`src/rtl/core/bfgl_pkg.sv`:
```
// Shared types and constants for the bitmap font glyph layout block.
// Has no dependencies; every other file of the block imports it.

package bfgl_pkg;

    // Function codes carried by an input request.
    localparam logic [1:0] FUNC_LOAD   = 2'd0;
    localparam logic [1:0] FUNC_CURSOR = 2'd1;
    localparam logic [1:0] FUNC_CHAR   = 2'd2;

    // Control characters handled by the layout logic.
    localparam logic [7:0] CODE_LF = 8'd10;
    localparam logic [7:0] CODE_CR = 8'd13;

    // Configuration register map: index taken from paddr[3:2].
    localparam int CFG_ADDR_W = 4;
    localparam logic [1:0] REG_FIRST_CODE  = 2'd0;
    localparam logic [1:0] REG_LAST_CODE   = 2'd1;
    localparam logic [1:0] REG_BREAK_CODE  = 2'd2;
    localparam logic [1:0] REG_LINE_HEIGHT = 2'd3;

    // Reset values of the configuration registers.
    localparam logic [7:0] RST_FIRST_CODE  = 8'd0;
    localparam logic [7:0] RST_LAST_CODE   = 8'd255;
    localparam logic [7:0] RST_BREAK_CODE  = 8'd32;
    localparam logic [7:0] RST_LINE_HEIGHT = 8'd16;

    // Current configuration as seen by the datapath.
    typedef struct packed {
        logic [7:0] first_code;
        logic [7:0] last_code;
        logic [7:0] break_code;
        logic [7:0] line_height;
    } cfg_t;

    // Request held between the lookup stage and the layout stage.
    typedef struct packed {
        logic [1:0]  func;
        logic [7:0]  code;
        logic [7:0]  load_width;
        logic [7:0]  load_height;
        logic        idx_zero;
        logic [15:0] origin_x;
        logic [15:0] origin_y;
    } item_t;

endpackage

```
`src/rtl/core/bfgl_cfg_regs.sv`:
```
// APB-style configuration registers of the glyph layout block.
// Depends on bfgl_pkg for the register map, reset values and cfg_t.

module bfgl_cfg_regs
    import bfgl_pkg::*;
(
    input  logic                  clk,
    input  logic                  rst_n,
    input  logic                  psel,
    input  logic                  penable,
    input  logic                  pwrite,
    input  logic [CFG_ADDR_W-1:0] paddr,
    input  logic [31:0]           pwdata,
    output logic [31:0]           prdata,
    output logic                  pready,
    output cfg_t                  cfg
);

    cfg_t cfg_reg;
    cfg_t cfg_next;
    logic wr_en;

    assign pready = 1'b1;
    assign wr_en  = psel && penable && pwrite;
    assign cfg    = cfg_reg;

    // Register write decode.
    always_comb
    begin
        cfg_next = cfg_reg;
        if (wr_en)
        begin
            case (paddr[3:2])
                REG_FIRST_CODE:  cfg_next.first_code  = pwdata[7:0];
                REG_LAST_CODE:   cfg_next.last_code   = pwdata[7:0];
                REG_BREAK_CODE:  cfg_next.break_code  = pwdata[7:0];
                REG_LINE_HEIGHT: cfg_next.line_height = pwdata[7:0];
                default:         cfg_next = cfg_reg;
            endcase
        end
    end

    always_ff @(posedge clk or negedge rst_n)
    begin
        if (!rst_n)
        begin
            cfg_reg.first_code  <= RST_FIRST_CODE;
            cfg_reg.last_code   <= RST_LAST_CODE;
            cfg_reg.break_code  <= RST_BREAK_CODE;
            cfg_reg.line_height <= RST_LINE_HEIGHT;
        end
        else
        begin
            cfg_reg <= cfg_next;
        end
    end

    // Read back of the selected register.
    always_comb
    begin
        case (paddr[3:2])
            REG_FIRST_CODE:  prdata = {24'd0, cfg_reg.first_code};
            REG_LAST_CODE:   prdata = {24'd0, cfg_reg.last_code};
            REG_BREAK_CODE:  prdata = {24'd0, cfg_reg.break_code};
            REG_LINE_HEIGHT: prdata = {24'd0, cfg_reg.line_height};
            default:         prdata = 32'd0;
        endcase
    end

endmodule

```
`config.mk`:
```
export PLATFORM = sky130hd
export DESIGN_NAME = bfgl_cfg_regs
export DESIGN_NICKNAME = d
export VERILOG_FILES = /design/src/rtl/core/bfgl_pkg.sv /design/src/rtl/core/bfgl_cfg_regs.sv
export SDC_FILE = /design/constraint.sdc
export NUM_CORES = 1
export LEC_CHECK = 0
export BUFFER_PORTS_ARGS = -buffer_cell sky130_fd_sc_hd__buf_2
export CORE_MARGIN = 4
export CORE_UTILIZATION = 40
export CTS_CLUSTER_SIZE = 24
export DETAILED_ROUTE_END_ITERATION = 8
export PLACE_DENSITY = 0.81
export SETUP_SLACK_MARGIN = 0.15
export SYNTH_ARGS = -nofsm -noshare
export SYNTH_HDL_FRONTEND = slang
export SYNTH_SLANG_ARGS = --single-unit
```
`constraint.sdc`:
```
create_clock -name clk -period 1.1 [get_ports clk]
set_clock_uncertainty 0.05 [all_clocks]
set_input_delay 0.055 -clock clk [delete_from_list [all_inputs] [get_ports clk]]
set_output_delay 0.055 -clock clk [all_outputs]
set_load 0.05 [all_outputs]
```
# == Word level (Yosys, flattened, before mapping) ==
# Cells that the tools add are included.
# Widths: inputs -> output; s select.
# totals
elab_cells,15
output_inout_bits,65
register_bits,32
in_bits,41
# op_classes
eq_ne,3
mux,1
n_reduce_logical,7
# ops
op,n
$pmux 32 s4,1
$reduce_and 2->1,4
$eq 2x2->1 const B,2
$eq 2x1->1 const B,1
$logic_and 1x1->1,2
$logic_not 2->1,1

# == Depth between registers and ports, before layout ==
# Gate-level depths: netlist (run 1).
# logic_depth
ltp_word,3
mapped_depth,4
mapped_depth_nobuf,3

# == Worst setup path after synthesis (run 1) ==
# OpenSTA, ideal clock, no wires.
# synth_timing
kind,register to output
from,"register cfg_reg, in the netlist cfg[0]"
to,output prdata[0]
setup_slack_ps,-244
arrival_ps,1239
stages_incl_launch_ff,2
path_buffers,0
t_required_ps,995
cell_sequence,dfrtp_1 -> mux4_2
# synth_between
elab_chain_cells,1
# synth_rtl
item,line_no,source
"start, declared",bfgl_cfg_regs.sv:19,cfg_t cfg_reg;
"start signal, assigned",bfgl_cfg_regs.sv:54,cfg_reg <= cfg_next;
$pmux 32 s4,bfgl_cfg_regs.sv:61,case (paddr[3:2])
"end, declared",bfgl_cfg_regs.sv:14,"output logic [31:0] prdata,"
# Every way passes these cells. The select of a mux whose other input is x is not followed.

# == Final worst setup path (run 1) ==
# layout_timing
from,"register cfg_reg, in the netlist cfg[14]"
to,output prdata[6]
# The elaborated chain is that of the path after synthesis.

==> results.py, run 1 <==
metrics = {
    "placed_design": {
        "dpl_cell_area_um2": 2300,
        "io_buffers": 54,
        "gp_congestion": 0.734,
        "place_hpwl_um": 3210,
    },
    "pwr": {
        "p_leak_nw": 1.50,
        "report.power.total_mw": 7.19,
        "ir_drop_v": 0.00161,
        "powerDensity_nw_per_um2": 2330,
    },
    "route": {
        "drc_errors": 0,
        "routed_wl_um": 5190,
        "antenna_left": 0,
        "dr.first_iter.drc_count": 57,
        "vias_per_cell": 4.88,
        "vias": 1308,
        "first_pass_iters": 4,
        "wl_per_cell_um": 19.4,
    },
    "clock_network": {
        "root_buffer": "clkbuf_8",
        "clock_sinks": 32,
        "clk_latency_ns": 0.27,
        "htreeDepth": 2,
        "cts_buffers": 5,
        "path_clk_slew_ns": 0.07,
        "cts_tree": "yes",
        "clk_path_buf_depth": 2,
    },
    "final_layout": {
        "diodes": 0,
        "design_area_um2": 3080,
        "largest_register_ffs": 32,
        "syn2layout_area_growth_pct": 88.2,
        "layout-drive-gt1-share_pct": 87.3,
        "nets": 260,
    },
    "synth": {
        "synth_edf_count": 0,
        "synth-simple-area-share_pct": 3.74,
        "dominantRegCellSynth": "dfrtp_1",
        "ys_ff_latch": 32,
        "synth_compound_area_share_pct": 0,
        "yosys.area_share.xor_xnor_pct": 0,
        "synth_top_family_by_area": "multiplexers",
        "synth_commonest_cells": "32 x mux2_2, 25 x buf_4, 22 x dfrtp_1",
        "ys_seq_area_share_pct": 49.7,
        "yosysMostFrequentCell": "mux2_2",
        "syn-cell-area_um2": 1640,
        "yosys_warnings": 0,
        "muxShareOfSynthArea_pct": 33.0,
        "synth-adder-area-share_pct": 0,
        "syn_area_per_cell_um2": 15.3,
        "synth_cells": 107,
        "yosys.cell_types.count": 13,
        "postSynth.asyncResetShare_pct": 100,
        "ys_top_cells_by_area": "dfrtp_1 34%, mux2_2 22%, dfstp_2 16%",
        "synth_top_cell_by_area": "dfrtp_1",
        "synth_top_area_share_pct": 33.6,
    },
    "sta": {
        "fin_ws_ns": -0.375,
        "rsz0062_at_grt": "true",
        "fmaxAchievable_mhz": 678,
        "period_needed_ns": 1.47,
        "setup_viol_count_final": 26,
        "slew_violations": 0,
        "hold_violations": 0,
        "fin_crit_sh_pct": 134,
    },
    "hold_path": {
        "min_path_type": "primary input to flop",
    },
    "die": {
        "start_util_pct": 43.1,
        "core_area_um2": 3800,
        "num_rows": 22,
        "fp.dieH_um": 72.0,
        "die_w_um": 72.0,
        "io_pins": 106,
        "dieArea_um2": 5180,
    },
    "job": {
        "cap_viol_max_count": 0,
    },
    "grt": {
        "grt_use_total_pct": 20.0,
        "grt_start_max_net_pins": 33,
        "overflow": 0,
        "grt_pass1_vias": 1461,
        "grt_pass1_wl_um": 7770,
        "antenna_found_initial": 0,
    },
    "setup_path": {
        "cp_max_fo": 2,
        "cp.arrival_ns": 1.37,
        "cp_top_family": "multiplexers",
        "end_kind": "output pin",
        "worstPathCellList": "mux4_2, buf_6",
        "cpPeakStageDelay_ns": 0.49,
        "path_buf_inv": 1,
        "reg2reg_slack_ns": 0.02,
        "critical_path_class": "flop to output pin",
        "startpoint_type": "flop",
        "crit_required_ns": 1.00,
        "critical-path-slowest-cell": "mux4_2",
    },
    "status": {
        "outcome": "finished with violations",
        "violations": "negative setup slack",
    },
}
[power by group]
part           switching (mW)  internal (mW)
clock                   0.428          0.672
combinational            2.20           2.10
sequential              0.234           1.55
[metal layers]
layer  global-route usage (%)  vias up  part of all wire [%]
li1                         -      553                     -
met2                     38.4       61                    58
met4                     5.01        0                   1.8
met1                     21.9      686                    34
met3                     4.85        8                   6.0
met5                        0        -                     0
[placed cells by master, fill, tap and decap left out, types with 2 or more instances in the layout]
master          n
dfstp_2        10
buf_6          47
mux2_4         31
mux4_2          8
buf_8          35
buf_2          13
buf_4          12
conb_1         25
dfrtp_2        22
dlygate4sd3_1   2
clkbuf_8        5
[cell families (layout without fill, tap and decap cells)]
logic type / Yosys count / count (layout)
mux: 40 / 40
buf+inv: 28 / 118
other cells: 2 / 25
flops: 32 / 32
simple gates: 5 / 5
[final timing paths]
path / end / from / cells after the start
worst max-delay path: prdata[6] / cfg[14]$_DFFE_PN0P_ / 2
worst min-delay path: cfg[19]$_DFFE_PN1P_ / pwdata[3] / 2
worst max register to register: cfg[24]$_DFFE_PN0P_ / cfg[24]$_DFFE_PN0P_ / 3
worst min register to register: cfg[5]$_DFFE_PN0P_ / cfg[5]$_DFFE_PN0P_ / 2
max in group asynchronous: cfg[21]$_DFFE_PN1P_ / rst_n / 3
min in group asynchronous: cfg[8]$_DFFE_PN0P_ / rst_n / 3
[cell type report]
class                   instances  area, um2
repair buffers                110       1250
flip-flops and latches         32        841
multi-input cells              70        823
fillers                       196        717
clock buffers                   6       72.6
well taps                      48       60.1
clock inverters                 2       35.0
[through the flow]
| stage | hold slack [ns] | setup WS (ns) | std cells | setup TNS, ns | util, % |
|---|---|---|---|---|---|
| after floorplan | -0.291 | -0.163 | 130 | -2.28 | - |
| after global placement | -0.0339 | -0.201 | 246 | -6.36 | 60.5 |
| after detailed placement | -0.0209 | -0.220 | 246 | -6.99 | 60.5 |
| after CTS | 0.00440 | -0.351 | 260 | -3.42 | 77.6 |
| after global routing | 0.0122 | -0.400 | 268 | -4.96 | 81.1 |
| final | 0.0168 | -0.375 | 268 | -3.99 | 81.1 |
[repair_timing]
item	in CTS	in global routing
endpoints found under the hold margin	35	0
gates resized for setup	145	20
hold buffers	2	0
gates cloned	0	0
buffers inserted	4	8
setup endpoints to repair	71	63
[worst reg2reg max path, stage by stage, from the launching register on]
cell     delay (ns)
dfrtp_2        0.43
buf_6          0.12
buf_6          0.11
mux2_4         0.26
(Power assumes the default switching activity.)
==> run 2, diff against run 1 <==
Settings changed: RECOVER_POWER set to 25.
==> run 2 against run 1 <==
  * The flow still finishes with violations (negative setup slack)
  * Cell area is 0.41% lower
  * Critical path depth stayed put
  * Count of clock-buffer cells in the layout stayed put
  * Sequential share of layout area is 0.11 points higher
  * Largest cell class unchanged
  * Utilization is 0.33 points lower
  * Worst setup slack better by 0.0024 ns
  * Register-to-register slack hardly changed
  * First-iteration DRC count is 16% lower
==> results.py, run 2 (same netlist as run 1, synthesis figures left out) <==
metrics = {
    "hold_path": {
        "min_from": "pwdata[3]",
        "hold_path_depth": 2,
        "hold_path_end": "cfg[19]$_DFFE_PN1P_",
        "min_path_type": "primary input to flop",
    },
    "die": {
        "fp.dieH_um": 72.0,
        "core_area_um2": 3800,
        "io_pins": 106,
        "num_rows": 22,
        "die_w_um": 72.0,
        "start_util_pct": 43.1,
        "dieArea_um2": 5180,
    },
    "pwr": {
        "powerDensity_nw_per_um2": 2340,
        "report.power.total_mw": 7.18,
        "clock_power_share_pct": 15.3,
        "p_leak_nw": 1.49,
        "power_switching_mw": 2.86,
        "p_sw_share_pct": 39.8,
        "power_frac_comb_pct": 59.8,
        "ir_drop_v": 0.00161,
        "internal_power_mw": 4.32,
        "seq_power_share_pct": 24.8,
    },
    "route": {
        "dr.first_iter.drc_count": 48,
        "routed_wl_um": 5180,
        "vias": 1315,
        "wl_per_cell_um": 19.3,
        "vias_per_cell": 4.91,
        "antenna_left": 0,
        "drc_errors": 0,
        "first_pass_iters": 4,
    },
    "grt": {
        "grt_use_total_pct": 20.0,
        "antenna_found_initial": 0,
        "grt_pass1_vias": 1461,
        "overflow": 0,
        "grt_pass1_wl_um": 7770,
        "grt_start_max_net_pins": 33,
    },
    "clock_network": {
        "cts_tree": "yes",
        "clk_path_buf_depth": 2,
        "clock_sinks": 32,
        "path_clk_slew_ns": 0.07,
        "htreeDepth": 2,
        "clk_latency_ns": 0.27,
        "cts_buffers": 5,
        "root_buffer": "clkbuf_8",
    },
    "setup_path": {
        "timing.rr.start": "cfg[24]$_DFFE_PN0P_",
        "reg2reg_slack_ns": 0.02,
        "critical_path_class": "flop to output pin",
        "cp.arrival_ns": 1.37,
        "r2r-end": "cfg[24]$_DFFE_PN0P_",
        "rr_worst_depth": 3,
        "startpoint_type": "flop",
        "end_kind": "output pin",
        "cp_max_fo": 2,
        "crit_required_ns": 1.00,
    },
    "final_layout": {
        "fill_cells": 198,
        "stdcell_count": 268,
        "final_common_cell": "buf_6",
        "syn2layout_area_growth_pct": 87.4,
        "regArea_um2": 841,
        "layout_common_cells": "47 x buf_6, 35 x buf_8, 31 x mux2_4",
        "utilization_pct": 80.8,
        "diodes": 0,
        "layout-drive-gt1-share_pct": 87.3,
        "multi_input_comb_area_um2": 823,
        "largest_register_ffs": 32,
        "nets": 260,
    },
    "job": {
        "cap_viol_max_count": 0,
    },
    "sta": {
        "fin_crit_sh_pct": 134,
        "rsz0062_at_grt": "true",
        "slew_violations": 0,
        "fin_ws_ns": -0.372,
        "fmaxAchievable_mhz": 679,
        "fin_hold_ws_ns": 0.0174,
        "setup_viol_count_final": 26,
        "period_needed_ns": 1.47,
        "tns_ns": -3.98,
        "hold_violations": 0,
    },
    "placed_design": {
        "gp_congestion": 0.734,
        "io_buffers": 54,
        "dp.cells": 246,
        "place_hpwl_um": 3210,
    },
    "status": {
        "outcome": "finished with violations",
        "violations": "negative setup slack",
    },
}
## run 2: layout make-up
| type | instances | area share, % |
|---|---|---|
| tap | 48 | 1.96 |
| sequential | 32 | 27.4 |
| clock inverter | 2 | 1.14 |
| multi-input combinational | 70 | 26.8 |
| clock buffer | 6 | 2.36 |
| timing repair buffer | 110 | 40.3 |
## run 2: what timing repair did
item                       CTS  global route
hold endpoints to repair    35             0
gates cloned                 0             0
hold buffers                 2             0
buffers inserted             4             8
gates resized for setup    145            20
setup endpoints to repair   71            63
## run 2: per-layer routing
metal	wire, um	track usage, %
met2	2990	38.4
met1	1790	21.9
met5	0	0
met4	95	5.01
met3	302	4.85
## run 2: worst max-delay path, cell delays in order (launching register included)
cell	delay, ns
dfrtp_2	0.42
mux4_2	0.49
buf_6	0.17
## run 2: power by group through the flow
stage | Sequential, mW | Combinational (mW) | Clock (mW)
floorplan | 2.75 | 1.11 | 0
global placement | 1.69 | 2.95 | 0
detailed placement | 1.73 | 3.00 | 0
CTS | 1.75 | 4.05 | 1.11
global route | 1.81 | 4.45 | 1.19
finish | 1.79 | 4.30 | 1.10
## run 2: through the flow
stage	setup WS [ns]	instance area (um2)
4_1_cts	-0.351	2950
3_3_place_gp	-0.201	2300
5_1_grt	-0.400	3070
6_report	-0.372	3070
2_1_floorplan	-0.163	1860
3_5_place_dp	-0.220	2300
## run 2: how the worst max path moves through the flow
stage,to,cells past startpoint,start
after detailed placement,cfg[15]$_DFFE_PN0P_,3,paddr[2]
after floorplan,prdata[0],1,cfg[0]$_DFFE_PN0P_
after CTS,prdata[3],2,cfg[11]$_DFFE_PN0P_
after global placement,cfg[12]$_DFFE_PN0P_,3,paddr[2]
final,prdata[6],2,cfg[14]$_DFFE_PN0P_
after global routing,prdata[6],2,cfg[14]$_DFFE_PN0P_
