## config.mk

```make
export PLATFORM = sky130hd
export DESIGN_NAME = bfgl_layout
export DESIGN_NICKNAME = d
export VERILOG_FILES = /design/src/rtl/core/bfgl_pkg.sv /design/src/rtl/core/bfgl_layout.sv
export SDC_FILE = /design/constraint.sdc
export NUM_CORES = 1
export LEC_CHECK = 0
export ABC_AREA = 0
export BUFFER_PORTS_ARGS = -buffer_cell sky130_fd_sc_hd__buf_2
export CAP_MARGIN = 20
export CELL_PAD_IN_SITES_DETAIL_PLACEMENT = 0
export CELL_PAD_IN_SITES_GLOBAL_PLACEMENT = 1
export CORE_MARGIN = 1.5
export CORE_UTILIZATION = 39
export DETAILED_ROUTE_END_ITERATION = 8
export PLACE_DENSITY = 0.81
export RECOVER_POWER = 25
export SYNTH_ARGS = -nofsm -noshare
export SYNTH_HDL_FRONTEND = slang
export SYNTH_SLANG_ARGS = --single-unit
```

## constraint.sdc

```tcl
create_clock -name clk -period 4.3 [get_ports clk]
set_clock_uncertainty 0.05 [all_clocks]
set_input_delay 0.86 -clock clk [delete_from_list [all_inputs] [get_ports clk]]
set_output_delay 0.86 -clock clk [all_outputs]
set_load 0.02 [all_outputs]
```

## src/rtl/core/bfgl_pkg.sv

```systemverilog
// Shared types and constants for the bitmap font glyph layout block.
// Has no dependencies; every other file of the block imports it.

package bfgl_pkg;

    // Function codes carried by an input request.
    localparam logic [1:0] FUNC_LOAD   = 2'd0;
    localparam logic [1:0] FUNC_CURSOR = 2'd1;
    localparam logic [1:0] FUNC_CHAR   = 2'd2;

    // Control characters handled by the layout logic.
    localparam logic [7:0] CODE_LF = 8'd10;
    localparam logic [7:0] CODE_CR = 8'd13;

    // Configuration register map: index taken from paddr[3:2].
    localparam int CFG_ADDR_W = 4;
    localparam logic [1:0] REG_FIRST_CODE  = 2'd0;
    localparam logic [1:0] REG_LAST_CODE   = 2'd1;
    localparam logic [1:0] REG_BREAK_CODE  = 2'd2;
    localparam logic [1:0] REG_LINE_HEIGHT = 2'd3;

    // Reset values of the configuration registers.
    localparam logic [7:0] RST_FIRST_CODE  = 8'd0;
    localparam logic [7:0] RST_LAST_CODE   = 8'd255;
    localparam logic [7:0] RST_BREAK_CODE  = 8'd32;
    localparam logic [7:0] RST_LINE_HEIGHT = 8'd16;

    // Current configuration as seen by the datapath.
    typedef struct packed {
        logic [7:0] first_code;
        logic [7:0] last_code;
        logic [7:0] break_code;
        logic [7:0] line_height;
    } cfg_t;

    // Request held between the lookup stage and the layout stage.
    typedef struct packed {
        logic [1:0]  func;
        logic [7:0]  code;
        logic [7:0]  load_width;
        logic [7:0]  load_height;
        logic        idx_zero;
        logic [15:0] origin_x;
        logic [15:0] origin_y;
    } item_t;

endpackage

```

## src/rtl/core/bfgl_layout.sv

```systemverilog
// Layout stage: cursor and cell size state, atlas offsets, result register.
// Depends on bfgl_pkg for cfg_t, item_t, function and character codes.

module bfgl_layout
    import bfgl_pkg::*;
#(
    parameter int ATLAS_COLUMNS = 16,
    localparam int COL_W        = (ATLAS_COLUMNS > 1) ? $clog2(ATLAS_COLUMNS) : 1
)
(
    input  logic              clk,
    input  logic              rst_n,
    input  cfg_t              cfg,
    input  logic              s1_valid,
    input  item_t             s1_req,
    input  logic [7:0]        s1_glyph_w,
    input  logic [7:0]        s1_glyph_h,
    input  logic [COL_W-1:0]  s1_col,
    input  logic [7:0]        s1_row,
    output logic              s1_go,
    output logic              out_valid,
    input  logic              out_stall,
    output logic signed [15:0] dst_x,
    output logic signed [15:0] dst_y,
    output logic [7:0]        rect_width,
    output logic [7:0]        rect_height,
    output logic [11:0]       src_x,
    output logic [11:0]       src_y
);

    logic [15:0] cursor_x_reg, cursor_x_next;
    logic [15:0] cursor_y_reg, cursor_y_next;
    logic [15:0] line_x_reg, line_x_next;
    logic [7:0]  cell_w_reg, cell_w_next;
    logic [7:0]  cell_h_reg, cell_h_next;
    logic        out_valid_reg, out_valid_next;

    logic [15:0] dst_x_reg, dst_y_reg;
    logic [7:0]  rect_w_reg, rect_h_reg;
    logic [11:0] src_x_reg, src_y_reg;

    logic        is_char;
    logic        emits;
    logic        load_go;
    logic [7:0]  cell_w_base;
    logic [7:0]  cell_h_base;
    logic [COL_W+11:0] prod_x;
    logic [15:0] prod_y;

    assign is_char = (s1_req.func == FUNC_CHAR);
    assign emits   = is_char && (s1_req.code != CODE_CR) && (s1_req.code != CODE_LF);
    assign s1_go   = s1_valid && (!emits || !out_valid_reg || !out_stall);
    assign load_go = s1_go && (s1_req.func == FUNC_LOAD);

    // Running maxima of the loaded glyph sizes; index zero restarts them.
    assign cell_w_base = s1_req.idx_zero ? 8'd0 : cell_w_reg;
    assign cell_h_base = s1_req.idx_zero ? 8'd0 : cell_h_reg;

    always_comb
    begin
        cell_w_next = cell_w_reg;
        cell_h_next = cell_h_reg;
        if (load_go)
        begin
            cell_w_next = (s1_req.load_width > cell_w_base) ? s1_req.load_width
                                                            : cell_w_base;
            cell_h_next = (s1_req.load_height > cell_h_base) ? s1_req.load_height
                                                             : cell_h_base;
        end
    end

    // Cursor updates for cursor, line feed and drawn characters.
    always_comb
    begin
        cursor_x_next = cursor_x_reg;
        cursor_y_next = cursor_y_reg;
        line_x_next   = line_x_reg;
        if (s1_go)
        begin
            case (s1_req.func)
                FUNC_CURSOR:
                begin
                    cursor_x_next = s1_req.origin_x;
                    cursor_y_next = s1_req.origin_y;
                    line_x_next   = s1_req.origin_x;
                end
                FUNC_CHAR:
                begin
                    if (s1_req.code == CODE_LF)
                    begin
                        cursor_x_next = line_x_reg;
                        cursor_y_next = cursor_y_reg + {8'd0, cfg.line_height};
                    end
                    else if (s1_req.code != CODE_CR)
                    begin
                        cursor_x_next = cursor_x_reg + {8'd0, s1_glyph_w};
                    end
                end
                default:
                begin
                    cursor_x_next = cursor_x_reg;
                end
            endcase
        end
    end

    // Atlas source offsets of the glyph cell.
    assign prod_x = (COL_W+12)'(s1_col) * (COL_W+12)'(cell_w_reg);
    assign prod_y = {8'd0, s1_row} * {8'd0, cell_h_reg};

    always_comb
    begin
        if (s1_go && emits)
        begin
            out_valid_next = 1'b1;
        end
        else if (out_valid_reg && !out_stall)
        begin
            out_valid_next = 1'b0;
        end
        else
        begin
            out_valid_next = out_valid_reg;
        end
    end

    always_ff @(posedge clk or negedge rst_n)
    begin
        if (!rst_n)
        begin
            cursor_x_reg  <= 16'd0;
            cursor_y_reg  <= 16'd0;
            line_x_reg    <= 16'd0;
            cell_w_reg    <= 8'd0;
            cell_h_reg    <= 8'd0;
            out_valid_reg <= 1'b0;
        end
        else
        begin
            cursor_x_reg  <= cursor_x_next;
            cursor_y_reg  <= cursor_y_next;
            line_x_reg    <= line_x_next;
            cell_w_reg    <= cell_w_next;
            cell_h_reg    <= cell_h_next;
            out_valid_reg <= out_valid_next;
        end
    end

    // Result register, loaded when a drawn glyph leaves the stage.
    always_ff @(posedge clk)
    begin
        if (s1_go && emits)
        begin
            dst_x_reg  <= cursor_x_reg;
            dst_y_reg  <= cursor_y_reg;
            rect_w_reg <= s1_glyph_w;
            rect_h_reg <= s1_glyph_h;
            src_x_reg  <= prod_x[11:0];
            src_y_reg  <= prod_y[11:0];
        end
    end

    assign out_valid   = out_valid_reg;
    assign dst_x       = dst_x_reg;
    assign dst_y       = dst_y_reg;
    assign rect_width  = rect_w_reg;
    assign rect_height = rect_h_reg;
    assign src_x       = src_x_reg;
    assign src_y       = src_y_reg;

endmodule

```

**Yosys cells after proc, flatten, opt, wreduce, memory -nomap -nowiden**

Cells that the tools add are included.

- Register bits: 137
- Bits in latches: 0
- Memory bits (writable): 0
- ROM bits: 0
- Memories: 0

- Add/sub/neg operators: 2
- $mul: 2
- Divide/modulo/power cells: 0
- Order comparisons: 2
- Eq/ne operators: 7
- Shift operators: 0
- Multiplexer cells: 11
- Bitwise logic cells: 0
- Reduce and logical (&&, ||, !) cells: 17

Operator list:

| cell | number |
|---|---|
| one-hot mux 16 bit (2 select lines) | 2 |
| 2-to-1 mux 16 bit | 3 |
| adder 16 x 8 -> 16 bit | 2 |
| 2-to-1 mux 8 bit | 4 |
| greater-than comparator 8 bit | 2 |
| inequality test 8 x 4 -> 1 bit, second input constant | 2 |
| multiplier 4 x 8 -> 12 bit | 1 |
| multiplier 8 x 8 -> 12 bit | 1 |
| equality test 8 x 4 -> 1 bit, second input constant | 1 |
| logical AND 1 bit | 6 |
| AND reduction 3 bit | 2 |
| nonzero test 2 bit | 2 |
| logical NOT 1 bit | 3 |
| inequality test 3 x 1 -> 1 bit, second input constant | 1 |
| equality test 2 x 1 -> 1 bit, second input constant | 1 |
| equality test 2 bit, second input constant | 1 |
| logical NOT 2 bit | 1 |
| logical OR 1 bit | 2 |
| 2-to-1 mux 1 bit | 2 |
| inequality test 2 x 1 -> 1 bit, second input constant | 1 |
| AND reduction 2 bit | 1 |

**Longest topological paths before layout**

Gate-level depths: netlist (run 1).

- Depth after elaboration: 9
- Depth in mapped cells: 18
- Mapped depth without buffers: 17

**Worst setup path after synthesis (run 1)**

No wires, ideal clock.

- Path type: in2reg
- Start point: input port s1_row[1]
- End point: register src_y_reg[11], in the netlist src_y[11] (data pin)
- Arrival time: 4.110 ns
- Setup slack: -0.120 ns
- Stages: 15
- Cells stage by stage: and2_1 fa_1 fa_1 inv_1 fa_1 fa_1 inv_1 ha_1 inv_1 nor2_1 nor2_1 o21bai_1 a21oi_1 o21ai_0 xnor2_1

- Word-level cells in the longest chain between the ends: 1

Ends and longest elaborated chain:

| item | line | RTL |
|---|---|---|
| start: declaration | bfgl_layout.sv:19 | `input logic [7:0] s1_row,` |
| multiplier 8 x 8 -> 12 bit | bfgl_layout.sv:109 | `assign prod_y = {8'd0, s1_row} * {8'd0, cell_h_reg};` |
| via prod_y[11] | bfgl_layout.sv:48 | `logic [15:0] prod_y;` |
| end signal: assignment | bfgl_layout.sv:159 | `src_y_reg <= prod_y[11:0];` |
| end: declaration | bfgl_layout.sv:40 | `logic [11:0] src_x_reg, src_y_reg;` |

The timed path passes the listed nets, and every way through them passes these cells.
A chain may end at the register's enable or synchronous reset.

**Final worst setup path (run 1)**

Same ends and word-level chain as after synthesis.

==> run_results.csv, run 1 <==
group,metric,value,unit
floorplan,die_y,155.8,um
critical_path,r2r_slack,230,ps
timing,finalSetupViolCount,0,
pwr,leakage,5.090,nW
global_routing,grt_pass1_wl,34490,um
yosys,synth_edf_count,72,
floorplan,fp.dieW,155.8,um
routing,dr.pass1.iters,4,
timing,tightest_slew,1955,ps
routing,wl_per_cell,15.11,um
critical_path,start_kind,"primary input",
yosys,synth_top_area_cell,"edfxtp_1",
timing,slew_headroom,-30.36,%
global_routing,track_usage,18.08,%
clock_tree,cts_max_path_buffers,2,
critical_path,cp.arrival,4230,ps
placed_design,routabilityCongestion,0.8501,
pwr,powerDensity,488.4,nW/um2
min_path,hold_class,"reg -> reg",
critical_path,cp_slowest_cell,"fa_1",
yosys,ys_ff_latch,137,
flow_run,max_cap_violations,1,
critical_path,path_buf_inv,4,
cells_and_area,drive_gt1_share,24.29,%
clock_tree,cts_root_buffer,"clkbuf_16",
critical_path,max_stage_delay,550,ps
clock_tree,cts_hold_buf,0,
floorplan,initial_utilization,39.96,%
clock_tree,path_clk_slew,70,ps
yosys,yosys-top-cells-area,"edfxtp_1 24%, dfrtp_1 18%, ha_1 10%, fa_1 9.9%, and2_1 4.3%",
critical_path,cp_top_family,"adder cells",
pwr,ir_drop,0.2373,mV
timing,final.min_clock_period,4106,ps
yosys,ys.flop_type,"edfxtp_1",
timing,maxSlewViolCount,34,
global_routing,grt_pass1_vias,6892,
floorplan,row_count,55,
cells_and_area,multiInputGateArea,4900,um2
cells_and_area,nNetsFinal,1287,
clock_tree,cts.sinks,137,
timing,setup-tns-final,0,ps
global_routing,gr-total-overflow,0,
routing,viasPerCell,4.934,
timing,rsz0062_at_grt,"false",
global_routing,grt_max_degree,40,
yosys,async_flop_share,47.45,%
routing,vias,6774,
critical_path,crit_required,4420,ps
timing,timing.final.ws_setup,193.8,ps
routing,totalWireLength,20740,um
timing,clock.fmax,0.2435,GHz
critical_path,path_cells,"buf_2 > and2_1 > fa_2 > fa_1 > inv_1 > fa_1 > fa_1 > inv_1 > ha_1 > inv_1 > nor2_1 > nor2_1 > o21bai_1 > a21oi_2 > o21ai_1 > xnor2_1",
yosys,syn_avg_cell_area,10.76,um2
clock_tree,htreeDepth,4,
outcome,violations,"capacitance limit, slew limit",
yosys,ys_seq_area_share,41.62,%
critical_path,rr_worst_depth,15,
yosys,synth_nets,1088,
yosys,yosys_warnings,0,
timing,hold_violations,0,
yosys,ys_types,60,
routing,drt-initial-drc-count,318,
global_routing,antenna_found_initial,3,
timing,finalCritPeriodShare,95.49,%
critical_path,worstSetupPathDepth,16,
yosys,syn_area,9102,um2
floorplan,die_area,24270,um2
yosys,yosysTopAreaCellShare,23.75,%
cells_and_area,fill_cells,2098,
routing,drc_errors,0,
cells_and_area,areaGrowthSynthToFinish,22.03,%
critical_path,worstSetupEndpointType,"register",
routing,detail-route-antenna-nets,0,
clock_tree,insertion_delay,420,ps
floorplan,io_pins,197,
placed_design,dp_hpwl,15600,um
min_path,worstHoldPathCells,0,
critical_path,critical_path_class,"in -> reg",
floorplan,core,22780,um2
critical_path,cp_max_fo,4,
yosys,synthCells,846,
clock_tree,cts_tree,"built",
placed_design,post-place-ws,-279.1,ps
placed_design,port_buffers,172,
cells_and_area,regArea,3789,um2
clock_tree,cts_buffers,17,
clock_tree,cts-resized-gates,0,
clock_tree,post-cts-setup-buffers,0,
pwr,totalPowerFinal,5.426,mW
outcome,status,"finished, violations left",
where the power goes:
part,leakage (nW),internal [mW],switching (mW)
Sequential,1.45,1.66,0.166
Combinational,3.33,0.984,1.07
Clock,0.302,0.870,0.674
worst reg2reg max path, delay by kind of cell, from the launching register on:
family | cells | cell delay (ps)
AOI/OAI and AO/OA | 3 | 370
DFF | 1 | 490
adders and majority gates | 5 | 2210
xor gates and xnor gates | 1 | 130
buffers and inverters | 3 | 180
and+or+nand+nor | 3 | 410
synth_stat cells, types with 2 or more instances:
master,count
nor3b_1,2
a21boi_0,2
or3_1,4
xor2_1,10
mux2_2,7
edfxtp_1,72
o211ai_1,8
nor2b_1,12
nand3_1,16
ha_1,74
clkbuf_1,15
o21bai_1,6
nor3_1,9
o31ai_1,3
a21o_1,10
a21oi_1,41
and2_1,63
a31oi_1,10
buf_4,2
nor2_1,29
buf_2,4
fa_1,45
nor3b_2,2
and3_1,10
a211oi_1,4
mux2_4,10
a221oi_1,2
nand4_1,5
xnor2_1,21
o21a_1,7
a22o_1,16
o311ai_0,2
a2bb2oi_1,4
o21ai_0,43
dfrtp_1,65
o22a_1,9
nand2_1,77
inv_1,84
mux2i_1,3
nand2b_1,18
worst paths after layout:
path,end,from
worst max-delay path,src_y[11],s1_row[1]
worst min-delay path,dst_x[12],cursor_x_reg[12]
worst max register to register,src_y[11],cell_h_reg[3]
worst min register to register,dst_x[12],cursor_x_reg[12]
max in group asynchronous,cursor_x_reg[12],rst_n
min in group asynchronous,line_x_reg[4],rst_n
cell usage in the layout, fill, tap and decap left out, types with 5 or more instances in the layout:
cell type / instances
nor2b_1: 12
nor2_1: 29
a21oi_1: 40
o22a_1: 9
and2_1: 61
nor3_1: 9
inv_8: 6
o21a_1: 7
mux2_4: 10
and3_1: 10
ha_1: 73
a22o_1: 16
a21o_1: 10
inv_6: 5
nand4_1: 5
inv_1: 84
buf_4: 29
a31oi_1: 10
dfrtp_1: 65
nand2_1: 77
o21bai_1: 6
clkbuf_16: 18
o211ai_1: 8
mux2_2: 7
edfxtp_1: 72
xnor2_1: 21
clkbuf_1: 9
xor2_1: 10
o21ai_0: 42
fa_1: 44
nand2b_1: 18
buf_2: 163
nand3_1: 16
logic make-up (layout without fill, tap and decap cells):
kind of cell	after synthesis	after routing	share of synthesized area, %
multiplexers	20	20	2.845
flip-flops	137	137	41.62
AND/OR/NAND/NOR	253	253	14.50
adder cells (fa/ha/maj)	119	119	20.07
XOR/XNOR	31	31	2.983
buffers and inverters	107	319	4.673
AO/OA/AOI/OAI	179	179	13.31
other	0	2	0
routing by layer:
metal  vias to the layer above  share of wire [%]  global-route usage [%]  wire length, um
met2                       139                 46                   29.15             9642
li1                       3356                  -                       -                -
met3                        23                3.9                   3.806              811
met1                      3256                 48                   24.43             9964
met5                         -                  0                       0                0
met4                         0                1.6                   5.669              326
metrics by stage:
| stage | cell area (um2) | std cells | utilization [%] | hold slack, ps |
|---|---|---|---|---|
| floorplan | 9109 | 846 | - | 389.1 |
| CTS | 11120 | 1371 | 48.81 | 427.9 |
| finish | 11110 | 1373 | 48.77 | 421.9 |
| detailed placement | 10500 | 1339 | 46.10 | 412.6 |
| global placement | 10500 | 1339 | 46.10 | 407.3 |
| global route | 11110 | 1373 | 48.77 | 440.1 |
layout make-up:
type / count / share of cell area [%]
Timing Repair Buffer: 203 / 9.833
Sequential cell: 137 / 34.11
Antenna cell: 2 / 0.04506
Multi-Input combinational cell: 602 / 44.11
Tap cell: 313 / 3.526
Clock inverter: 14 / 1.487
Clock buffer: 18 / 4.055
Inverter: 84 / 2.838
(Power assumes the default switching activity.)
==> run 2: changes to the inputs <==
--- a/config.mk
+++ b/config.mk
@@ -13,6 +13,7 @@
 export CORE_MARGIN = 1.5
 export CORE_UTILIZATION = 39
 export DETAILED_ROUTE_END_ITERATION = 8
+export GPL_TIMING_DRIVEN = 0
 export PLACE_DENSITY = 0.81
 export RECOVER_POWER = 25
 export SYNTH_ARGS = -nofsm -noshare
==> run_results.csv, run 2 (same netlist as run 1, synthesis figures left out) <==
group,metric,value,unit
cells_and_area,multiInputGateArea,4936,um2
cells_and_area,nNetsFinal,1280,
placed_design,routabilityCongestion,0.7949,
routing,vias,6830,
routing,detail-route-antenna-nets,0,
critical_path,worstSetupEndpointType,"register",
timing,clock.fmax,0.2414,GHz
outcome,status,"finished, violations left",
global_routing,gr-total-overflow,0,
clock_tree,cts.sinks,137,
timing,finalCritPeriodShare,96.34,%
cells_and_area,fill_cells,2165,
critical_path,start_kind,"primary input",
clock_tree,cts_tree,"built",
clock_tree,cts_buffers,17,
global_routing,use_met3,3.639,%
critical_path,cp_max_fo,8,
timing,timing.final.ws_setup,157.5,ps
critical_path,critical_path_class,"in -> reg",
routing,drc_errors,0,
floorplan,die_y,155.8,um
global_routing,use_met1,26.60,%
pwr,ir_drop,0.2481,mV
placed_design,post-place-ws,-435.8,ps
cells_and_area,drive_gt1_share,23.12,%
min_path,hold_class,"reg -> reg",
routing,drt-initial-drc-count,375,
timing,hold_violations,0,
routing,totalWireLength,21980,um
timing,tightest_slew,1772,ps
global_routing,busiest_layer,"met2",
critical_path,r2r_slack,220,ps
floorplan,fp.dieW,155.8,um
global_routing,track_usage,19.03,%
pwr,leakage,4.997,nW
placed_design,port_buffers,172,
cells_and_area,mostFrequentLayoutCell,"buf_2",
routing,wl_per_cell,16.12,um
critical_path,rr_worst_depth,15,
pwr,powerDensity,478.8,nW/um2
clock_tree,cts_max_path_buffers,2,
critical_path,crit_required,4410,ps
timing,slew_headroom,-18.16,%
global_routing,antenna_found_initial,0,
routing,dr.pass1.iters,5,
cells_and_area,areaGrowthSynthToFinish,20.92,%
pwr,totalPowerFinal,5.270,mW
min_path,hp-start,"cursor_x_reg[0]",
min_path,worstHoldPathCells,0,
critical_path,cp.arrival,4250,ps
routing,viasPerCell,5.007,
critical_path,cp_top_family,"adder cells",
critical_path,cp_slowest_cell,"fa_1",
outcome,violations,"capacitance limit, slew limit",
global_routing,grt_max_degree,52,
timing,maxSlewViolCount,68,
critical_path,max_stage_delay,540,ps
critical_path,path_buf_inv,4,
cells_and_area,antennaDiodeCount,0,
clock_tree,cts_root_buffer,"clkbuf_16",
clock_tree,cts_hold_buf,0,
critical_path,r2r_start,"cell_h_reg[4]",
floorplan,die_area,24270,um2
timing,finalSetupViolCount,0,
clock_tree,insertion_delay,420,ps
global_routing,grt_pass1_wl,36020,um
cells_and_area,regArea,3792,um2
clock_tree,path_clk_slew,70,ps
placed_design,dp_hpwl,16470,um
floorplan,io_pins,197,
floorplan,initial_utilization,39.96,%
min_path,holdPathEnd,"dst_x[0]",
global_routing,grtUsageMet2,30.44,%
clock_tree,htreeDepth,4,
critical_path,r2r-end,"src_y[11]",
cells_and_area,final_cell_mix,"165 x buf_2, 84 x inv_1, 77 x nand2_1, 72 x ha_1, 72 x edfxtp_1",
critical_path,path_cells,"buf_4 > and2_4 > fa_2 > fa_1 > inv_1 > fa_1 > fa_1 > inv_1 > ha_4 > inv_1 > nor2_2 > nor2_2 > o21bai_1 > a21oi_2 > o21ai_2 > xnor2_1",
global_routing,grt_pass1_vias,6905,
flow_run,max_cap_violations,2,
timing,final.min_clock_period,4142,ps
floorplan,row_count,55,
floorplan,core,22780,um2
==> run 2: worst reg2reg max path, delay by kind of cell, from the launching register on <==
| kind | cells | cell delay [ps] |
|---|---|---|
| XOR/XNOR | 1 | 90 |
| AO/OA/AOI/OAI | 3 | 480 |
| buffers and inverters | 3 | 170 |
| flip-flops | 1 | 490 |
| AND/OR/NAND/NOR | 3 | 370 |
| adder cells (fa/ha/maj) | 5 | 2180 |
==> run 2: area by class of cell <==
type	count	share of cell area [%]
Sequential cell	137	34.45
Tap cell	313	3.558
Timing Repair Buffer	175	8.196
Buffer	21	0.9321
Clock buffer	18	3.899
Inverter	84	2.865
Multi-Input combinational cell	602	44.84
Clock inverter	14	1.250
==> run 2: stage by stage <==
stage / hold slack, ps / instances / utilization, % / cell area [um2] / setup TNS (ps)
2_1_floorplan: 389.1 / 846 / - / 9109 / 0
3_3_place_gp: 413.9 / 1331 / 45.49 / 10360 / -73540
3_5_place_dp: 417.0 / 1333 / 45.72 / 10410 / -1046
4_1_cts: 326.2 / 1363 / 48.17 / 10970 / 0
5_1_grt: 443.0 / 1364 / 48.32 / 11010 / -3.869
6_report: 429.4 / 1364 / 48.32 / 11010 / 0
==> run 2: how the worst max path moves through the flow <==
stage                from   endpoint  slack (ps)  cells after the start
4_1_cts         s1_row[1]  src_y[11]          20                     16
3_5_place_dp    s1_row[1]  src_y[11]        -440                     16
3_3_place_gp   s1_req[57]  src_y[10]       -1000                      6
2_1_floorplan   s1_row[1]  src_y[11]           5                     15
6_report        s1_row[2]  src_y[11]         160                     16
5_1_grt         s1_row[2]  src_y[11]          -4                     16
==> run 2: what timing repair did <==
item | 4_1_cts | 5_1_grt
setup endpoints to repair | 1 | 1
pin swaps | 0 | 8
buffers inserted | 0 | 1
gates resized for setup | 0 | 13
==> run 2: per-layer routing <==
layer | vias up | wire (um)
li1 | 3341 | -
met1 | 3310 | 10490
met2 | 166 | 10150
met3 | 13 | 1107
met4 | 0 | 241
met5 | - | 0
==> run 2: power by group <==
part / total [mW] / switching [mW] / internal [mW]
clock network: 1.44 / 0.631 / 0.814
logic: 1.98 / 1.07 / 0.903
registers: 1.85 / 0.184 / 1.66
total: 5.27 / 1.89 / 3.38
